## config.mk

```make
export PLATFORM = sky130hd
export DESIGN_NAME = gis_ram
export DESIGN_NICKNAME = d
export VERILOG_FILES = /design/src/rtl/gis_ram.sv
export SDC_FILE = /design/constraint.sdc
export NUM_CORES = 2
export LEC_CHECK = 0
export CORE_MARGIN = 2
export CORE_UTILIZATION = 43
export CTS_CLUSTER_DIAMETER = 100
export DETAILED_ROUTE_END_ITERATION = 8
export DONT_BUFFER_PORTS = 1
export HOLD_SLACK_MARGIN = 0.03
export PLACE_DENSITY = 0.72
export SYNTH_ARGS = -nofsm -noshare
export SYNTH_HDL_FRONTEND = slang
export SYNTH_SLANG_ARGS = --single-unit
```

## constraint.sdc

```tcl
create_clock -name clk -period 2.9 [get_ports clk]
set_input_delay 0 -clock clk [delete_from_list [all_inputs] [get_ports clk]]
set_output_delay 0 -clock clk [all_outputs]
set_load 0.01 [all_outputs]
```

## src/rtl/gis_ram.sv

```systemverilog
`timescale 1ns / 1ps
// ----------------------------------------------------------------------------
// gis_ram
// simple dual port ram, one write port and one registered read port
// ----------------------------------------------------------------------------
module gis_ram #(
  parameter int WIDTH = 32,
  parameter int DEPTH = 64
) (
  input  logic                                        clk,
  input  logic                                        we,
  input  logic [((DEPTH > 1) ? $clog2(DEPTH) : 1)-1:0] waddr,
  input  logic [WIDTH-1:0]                            wdata,
  input  logic [((DEPTH > 1) ? $clog2(DEPTH) : 1)-1:0] raddr,
  output logic [WIDTH-1:0]                            rdata
);

  logic [WIDTH-1:0] mem [DEPTH];

  always_ff @(posedge clk) begin
    if (we) begin
      mem[waddr] <= wdata;
    end
    rdata <= mem[raddr];
  end

endmodule

```

==> metrics.yaml <==
cts_setup_buffers: 0
final_core_util: 0.5037
ys.flop_type: "edfxtp_1"
power.leakage_nw: 28.32
synth_compound_area_frac: 0.01673
tightest_slew_ns: 1.166
ios: 78
r2r_slack_ns: 0.03
synth_mux_area_frac: 0.1679
clock_skew_ns: 0.06888
grt.busiest_layer: "met2"
path_cells: "dlygate4sd3_1 > nand2_2 > buf_4 > o221ai_1 > a21oi_1 > a21oi_1 > nor2_1"
cp.required_ns: 3.49
worst-setup-path-type: "in2reg"
p_switching_w: 0.01319
insertion_delay_ns: 0.85
dieArea_um2: 186000
grtUsageTotal: 0.2136
startpoint_type: "input port"
finish.instance_area_um2: 91240
crit_family: "buffers and inverters"
core_area_um2: 181100
tns_ns: -0.05222
met1_usage: 0.2961
worst_ep_arrival_time_ns: 3.54
post-synth-top-count-cell: "edfxtp_1"
avgSynthCellArea_um2: 23.62
hp-class: "in2reg"
use_met2: 0.3439
synth_top_area_frac: 0.7833
syn_inst: 3324
hold_viol_final: 0
ys_ff_latch: 2080
netlist_area_um2: 78520
cts_buffer_depth: 3
cpMostUsedCell: "a21oi_1"
drc: 0
swShare: 0.2093
cts_sinks: 2080
synth_xor_area_frac: 0
fp.dieH_um: 431.3
peakVddDrop_mv: 0.4578
syn-num-nets: 3370
endpoint_kind: "flip-flop"
cts_tree: "yes"
power.internal_w: 0.04981
maxCapViolCount: 0
cts_buffers: 201
pwr-share-seq: 0.531
grt_pass1_vias: 37640
drt-wirelength-per-cell_um: 33.20
power_density_nw_per_um2: 690.5
finalSetupViolCount: 1
cp_max_fo: 22
nets: 3644
first_pass_iters: 5
cpPeakStageDelay_ns: 1.02
antenna_left: 0
synthArstFlopShare: 0
die_width_um: 431.3
synth_top_area_cell: "edfxtp_1"
slew_viol_final: 0
post_dp_cell_area_um2: 82330
avgViaCountPerCell: 6.197
fin_crit_sh: 1.018
synth_top_family_by_area: "multiplexers"
slowest_stage: "dlygate4sd3_1"
clock_power_share: 0.421
htree_levels: 4
synth_area_leaders: "edfxtp_1 78%, mux4_2 16%, mux2i_1 1.2%"
grt_pass1_wl_mm: 282.2
outcome: "finished with violations"
cp.buffers_inverters: 2
combinationalPowerShare: 0.048
rows: 156
ys_top_cells_by_count: "2,048 x edfxtp_1, 544 x mux4_2, 137 x nor2_1, 93 x mux2i_1, 84 x o22ai_1"
grt-ovfl-total: 0
layout_setup_ws_ns: -0.05222
rr_worst_depth: 5
antenna_found_initial: 6
ys_warn_count: 0
yosysSeqAreaShare: 0.7914
power_w: 0.06300
io_buffers: 0
synthToLayoutAreaGrowth_pct: 16.21
yosys.cell_types.count: 34
whs_path_depth: 5
cts_root_buffer: "clkbuf_16"
grt_use_met3: 0.04116
fin_crit_ns: 2.952
vias: 38110
violations: "negative setup slack"
layout-drive-gt1-share: 0.2868
drt-total-wl_mm: 204.2
path_depth: 7
fillers: 13650
clk_pin_slew_ns: 0.06
gp_congestion: 0.7841
fmax_mhz: 338.7
slew_headroom: 0.2223
start_util: 0.4335
synth-simple-area-share: 0.01265
drt-initial-drc-count: 5897
grt_max_degree: 514
rsz0062_at_grt: "no"
synthAdderAreaFrac: 0
hpwl_mm: 100.2
synth_edf_count: 2048
## path summary, 6_finish.rpt
path / from / endpoint
worst max-delay path: raddr[5] / rdata[1]
worst min-delay path: raddr[2] / rdata[4]
worst min register to register: mem[28][4] / rdata[4]
worst max register to register: mem[3][25] / rdata[25]
## worst reg2reg max path: cells and delay by family (launching register included)
family / cells / cell delay (ns)
mux: 2 / 0.96
simple gates: 1 / 0.24
compound gates: 1 / 0.50
flops: 1 / 0.40
buf+inv: 1 / 0.62
## layout by cell type, fill, tap and decap left out, types with 3 or more instances in the layout
cell type / netlist / routed
clkbuf_16: 0 / 212
o32ai_1: 4 / 4
nand2_1: 26 / 25
edfxtp_1: 2048 / 2048
clkbuf_8: 0 / 11
nor3_1: 7 / 5
clkbuf_1: 74 / 38
nor2b_1: 15 / 15
a22oi_1: 12 / 12
o221ai_1: 27 / 27
or3_1: 3 / 3
nor2_4: 0 / 62
clkinvlp_4: 0 / 8
clkinv_16: 0 / 4
or3b_2: 3 / 3
clkinv_4: 0 / 3
mux2i_1: 93 / 93
buf_4: 25 / 93
nand2b_1: 8 / 7
o22ai_1: 84 / 84
a21oi_1: 62 / 62
buf_12: 0 / 30
nand3b_1: 5 / 5
diode_2: 0 / 11
clkinv_2: 0 / 37
nand3_1: 5 / 5
buf_16: 0 / 39
nor2_1: 137 / 75
bufinv_16: 0 / 23
and3_1: 4 / 4
dfxtp_1: 32 / 32
a41o_1: 4 / 4
clkinv_1: 0 / 39
dlygate4sd3_1: 0 / 83
a311oi_1: 8 / 8
mux4_2: 544 / 544
## state kept, by name, indices dropped and copies added, names as in the netlist
name / count
mem: 2048
rdata: 32
## metal layers
| layer | vias to the layer above | part of all wire | routed length, um |
|---|---|---|---|
| met1 | 20480 | 0.38 | 76750 |
| met3 | 354 | 0.10 | 21100 |
| li1 | 14850 | - | - |
| met4 | 2 | 0.034 | 6945 |
| met2 | 2430 | 0.49 | 99370 |
| met5 | - | 0.000064 | 13 |
## power by group through the flow
stage | Clock, W | Combinational [W] | Sequential, W
3_3_place_gp | 0 | 0.00176 | 0.0341
3_5_place_dp | 0 | 0.00177 | 0.0341
6_report | 0.0265 | 0.00300 | 0.0335
2_1_floorplan | 0 | 0.00162 | 0.0340
4_1_cts | 0.0268 | 0.00268 | 0.0335
5_1_grt | 0.0279 | 0.00312 | 0.0335
## repair_timing
action | in CTS | in global routing
hold buffers | 118 | 4
hold endpoints to repair | 3312 | 3
setup endpoints to repair | 0 | 29
resized for setup | 0 | 0
## metrics by stage
| step | setup WS [ns] | std cells | hold WS [ns] |
|---|---|---|---|
| finish | -0.05222 | 6150 | 0.07620 |
| global route | 0.03013 | 6142 | 0.05617 |
| CTS | 0.04609 | 6124 | 0.03085 |
| detailed placement | -0.1018 | 5632 | 0.1045 |
| global placement | -0.003861 | 5632 | 0.1059 |
| floorplan | 0.2481 | 3324 | 0.09887 |
## final cells by class
cell class / instances / area, um2 / area share
Multi-Input combinational cell: 1062 / 15980 / 0.1752
Clock inverter: 121 / 1321 / 0.01448
Antenna cell: 11 / 27.53 / 0.0003017
Clock buffer: 253 / 5399 / 0.05917
Sequential cell: 2080 / 62140 / 0.6811
Tap cell: 2370 / 2965 / 0.03250
Timing Repair Buffer: 253 / 3403 / 0.03730
## cells by family (layout without fill, tap and decap cells)
family / Yosys count / in the layout
flops: 2080 / 2080
mux: 637 / 637
simple gates: 223 / 223
compound gates: 202 / 202
buf+inv: 182 / 627
other cells: 0 / 11
Power figures use the tool's default switching activity.
