<file path="src/rtl/gis_pkg.sv">
`timescale 1ns / 1ps
// ----------------------------------------------------------------------------
// gis_pkg
// shared types and constants of the gapped interpolation sorter
// ----------------------------------------------------------------------------
package gis_pkg;

  localparam int VAL_W  = 32;
  // home slot never exceeds SPREAD*n, at most 5*64 at the defaults
  localparam int QUOT_W = 10;
  localparam int PROD_W = VAL_W + QUOT_W;
  localparam int STEP_W = 4;

  typedef enum logic [3:0] {
    ST_CLEAR,
    ST_IDLE,
    ST_FETCH,
    ST_MUL,
    ST_DIV_GO,
    ST_DIV_WAIT,
    ST_SLOT_RD,
    ST_SLOT_CHK,
    ST_OUT_RD,
    ST_OUT_CHK,
    ST_FLUSH
  } state_t;

endpackage

</file>
<file path="src/rtl/gis_div.sv">
`timescale 1ns / 1ps
// ----------------------------------------------------------------------------
// gis_div
// restoring divider, one quotient bit per cycle, quotient known to fit
// ----------------------------------------------------------------------------
module gis_div (
  input  logic                        clk,
  input  logic                        rst,
  input  logic                        start,
  input  logic [gis_pkg::PROD_W-1:0]  dividend,
  input  logic [gis_pkg::VAL_W-1:0]   divisor,
  output logic                        done,
  output logic [gis_pkg::QUOT_W-1:0]  quotient
);

  logic [gis_pkg::PROD_W-1:0] rem;
  logic [gis_pkg::PROD_W-1:0] dvs;
  logic [gis_pkg::STEP_W-1:0] step;
  logic                       active;

  always_ff @(posedge clk) begin
    if (rst) begin
      active <= 1'b0;
      done   <= 1'b0;
    end else begin
      done <= 1'b0;
      if (start) begin
        rem      <= dividend;
        dvs      <= gis_pkg::PROD_W'(divisor) << (gis_pkg::QUOT_W - 1);
        step     <= gis_pkg::STEP_W'(gis_pkg::QUOT_W - 1);
        quotient <= '0;
        active   <= 1'b1;
      end else if (active) begin
        if (rem >= dvs) begin
          rem      <= rem - dvs;
          quotient <= {quotient[gis_pkg::QUOT_W-2:0], 1'b1};
        end else begin
          quotient <= {quotient[gis_pkg::QUOT_W-2:0], 1'b0};
        end
        dvs <= dvs >> 1;
        if (step == '0) begin
          active <= 1'b0;
          done   <= 1'b1;
        end else begin
          step <= step - 1'b1;
        end
      end
    end
  end

endmodule

</file>
<file path="config.mk">
export PLATFORM = sky130hd
export DESIGN_NAME = gis_div
export DESIGN_NICKNAME = d
export VERILOG_FILES = /design/src/rtl/gis_pkg.sv /design/src/rtl/gis_div.sv
export SDC_FILE = /design/constraint.sdc
export NUM_CORES = 1
export LEC_CHECK = 0
export ABC_AREA = 0
export BUFFER_PORTS_ARGS = -buffer_cell sky130_fd_sc_hd__buf_4
export CAP_MARGIN = 20
export CORE_MARGIN = 4
export CORE_UTILIZATION = 42
export DETAILED_ROUTE_END_ITERATION = 8
export HOLD_SLACK_MARGIN = 0.03
export PLACE_DENSITY = 0.68
export SLEW_MARGIN = 10
export SYNTH_ARGS = -nofsm -noshare
export SYNTH_HDL_FRONTEND = slang
export SYNTH_SLANG_ARGS = --single-unit
</file>
<file path="constraint.sdc">
create_clock -name clk -period 5.8 [get_ports clk]
set_input_delay 0.29 -clock clk [delete_from_list [all_inputs] [get_ports clk]]
set_output_delay 0.29 -clock clk [all_outputs]
set_load 0.02 [all_outputs]
</file>
==> flow_metrics.env <==
export IMPL_status="finished clean"
export IMPL_cts_hold_buf=0
export IMPL_clkSinkCount=99
export IMPL_cts_resized=0
export IMPL_ys_ff_latch=99
export IMPL_setup_tns_ps=0
export IMPL_synth_edf_count=97
export IMPL_netlist_top_cells_count="114 x nand2_1, 97 x edfxtp_1, 80 x o21ai_0, 57 x inv_1, 51 x a21oi_1"
export IMPL_drt_iter0_markers=354
export IMPL_path_common_cell="a21oi_1"
export IMPL_grt_ovfl_total=0
export IMPL_gp_congestion=0.849
export IMPL_cp_arrival_ps=3320
export IMPL_synthesis_area_um2=6590
export IMPL_hold_viol=0
export IMPL_tightest_slew_ps=1040
export IMPL_cts_tree="built"
export IMPL_track_usage_pct=16.6
export IMPL_yosysTopAreaCell="edfxtp_1"
export IMPL_first_global_vias=4948
export IMPL_syn_avg_cell_area_um2=9.36
export IMPL_required_ps=5850
export IMPL_core_um2=15300
export IMPL_cts_buffers=9
export IMPL_clock_latency_ps=360
export IMPL_vias=5121
export IMPL_total_power_mw=2.09
export IMPL_worst_setup_path_end_kind="flip-flop"
export IMPL_min_from="divisor[20]"
export IMPL_ir_drop_v=0.000134
export IMPL_die_w_um=133
export IMPL_antenna_found_initial=0
export IMPL_timing_hold_ws_ps=208
export IMPL_cp_start_kind="flip-flop"
export IMPL_power_density_nw_per_um2=273
export IMPL_slowest_stage="fa_1"
export IMPL_dieArea_um2=17800
export IMPL_syn2layout_area_growth_pct=16.3
export IMPL_ys_async_sr_fraction_pct=0
export IMPL_top_level_ports=88
export IMPL_wl_per_cell_um=14.6
export IMPL_cap_violations=0
export IMPL_synthTopCellsByArea="edfxtp_1 44%, ha_1 8.0%, nand2_1 6.5%"
export IMPL_grt_max_degree=123
export IMPL_final_core_util_pct=50.1
export IMPL_hp_class="in -> reg"
export IMPL_h_tree_depth=3
export IMPL_final_nets=891
export IMPL_drtPass1Iterations=5
export IMPL_routed_wl_um=14500
export IMPL_die_h_um=133
export IMPL_synthFlopType="edfxtp_1"
export IMPL_row_count=45
export IMPL_viasPerCell=5.19
export IMPL_drive_above_1_share_pct=16.8
export IMPL_grt_pass1_wl_um=24100
export IMPL_grt_setup_unrepaired="false"
export IMPL_clkSlewWorstSetupHoldPaths_ps=70
export IMPL_syn_nets=824
export IMPL_synth_cells=704
export IMPL_ys_warnings_count=0
export IMPL_dp_cells=969
export IMPL_seq_area_frac_synth_pct=44.8
export IMPL_dr_wl_met3_um=626
export IMPL_met1_length_um=7020
export IMPL_antenna_cells=0
export IMPL_finalSetupViolations=0
export IMPL_post_route_drc_count=0
export IMPL_max_clock_freq_mhz=306
export IMPL_crit_fanout=32
export IMPL_r2r_start="dvs[0]"
export IMPL_slew_headroom_pct=30.8
export IMPL_cts_root_buf="clkbuf_16"
export IMPL_routed_top_layer="met4"
export IMPL_crit_start="dvs[0]"
export IMPL_netlist_area_leader_share_pct=44.2
export IMPL_power_leakage_nw=3.24
export IMPL_period_share_pct=56.3
export IMPL_critical_path_max_stage_delay_ps=400
export IMPL_worstSetupPathType="reg -> reg"
export IMPL_dpl_hpwl_um=10600
export IMPL_ant_nets=0
export IMPL_fin_cells=987
export IMPL_cp_cell_sequence="ha_1, fa_1, nand2b_1, a21oi_1, o211a_1, o21ai_0, a21oi_1, a221o_1, o21a_2, buf_12"
export IMPL_final_max_slew_viol_count=0
export IMPL_yosys_cell_count_top_type="nand2_1"
export IMPL_start_util_pct=43.0
export IMPL_period_needed_ps=3270
export IMPL_port_buffer_count=87
export IMPL_ys_types=68
export IMPL_wl_met2_um=6520
export IMPL_finClkSkew_ps=4.85
export IMPL_cts_setup_buffers=0
export IMPL_clock_path_buffers=2
critical path: cells and delay by family (launching register included):
family                     cells  cell delay, ps
DFF                            1             370
and+or+nand+nor                1             190
AOI/OAI and AO/OA              6            1510
buffers and inverters          1             260
adders and majority gates      2             610
through the flow:
stage	setup WS (ps)	area, um^2
after CTS	2140	7630
after global placement	2330	7350
after global routing	2270	7670
after detailed placement	2160	7350
after floorplan	2360	6590
final	2530	7670
kinds of logic after synthesis:
group | after synthesis | synth area share [%]
adders and majority gates | 43 | 8.27
AOI/OAI and AO/OA | 209 | 20.1
muxes | 3 | 0.531
xor gates and xnor gates | 35 | 4.65
buffers and inverters | 91 | 5.83
and+or+nand+nor | 224 | 15.8
DFF | 99 | 44.8
final timing paths:
kind | end | depth (start not counted) | slack (ps)
setup / recovery | rem[21] | 10 | 2530
hold / removal | dvs[29] | 3 | 210
setup reg to reg | rem[21] | 10 | 2530
hold reg to reg | done | 1 | 500
metal layers:
layer	vias up	track usage, %
met5	-	0
met4	0	5.60
met3	21	2.87
met2	106	26.2
met1	2355	23.3
li1	2639	-
layout make-up:
cell class	count	area, um^2
Inverter	57	214
Fill cell	1472	7650
Clock inverter	7	53.8
Timing Repair Buffer	90	701
Multi-Input combinational cell	514	3260
Sequential cell	99	2950
Tap cell	211	264
Clock buffer	9	225
report_power, final:
part,internal [mW],total (mW),leakage [nW],switching [mW]
combinational,0.261,0.628,2.17,0.367
clock,0.293,0.574,0.130,0.281
sequential,0.870,0.888,0.945,0.0177
total,1.42,2.09,3.24,0.665
cell usage in the layout, fill, tap and decap left out, types with 3 or more instances in the layout:
master,Yosys,routed
edfxtp_1,97,97
clkbuf_16,0,9
buf_4,3,88
nand2b_1,13,13
a31oi_1,4,4
clkinv_4,0,3
nand4_1,12,12
and3_1,4,4
a21oi_1,51,51
ha_1,42,42
and3_2,3,3
o21ai_0,80,80
nor2_1,37,37
o21a_1,5,4
a211oi_1,3,3
xnor2_1,21,21
nor3_1,8,8
nor2b_1,11,11
inv_1,57,56
nand2_1,114,114
xor2_1,14,14
and2_1,3,3
o21bai_1,9,9
a21o_1,24,24
o21ai_1,5,5
nand3_1,6,6
state kept, by name, summed over array words and instances, names as in the netlist:
signal and flops:
dvs 41, active 1, step 4, done 1, quotient 10, rem 42
Power figures use the tool's default switching activity.
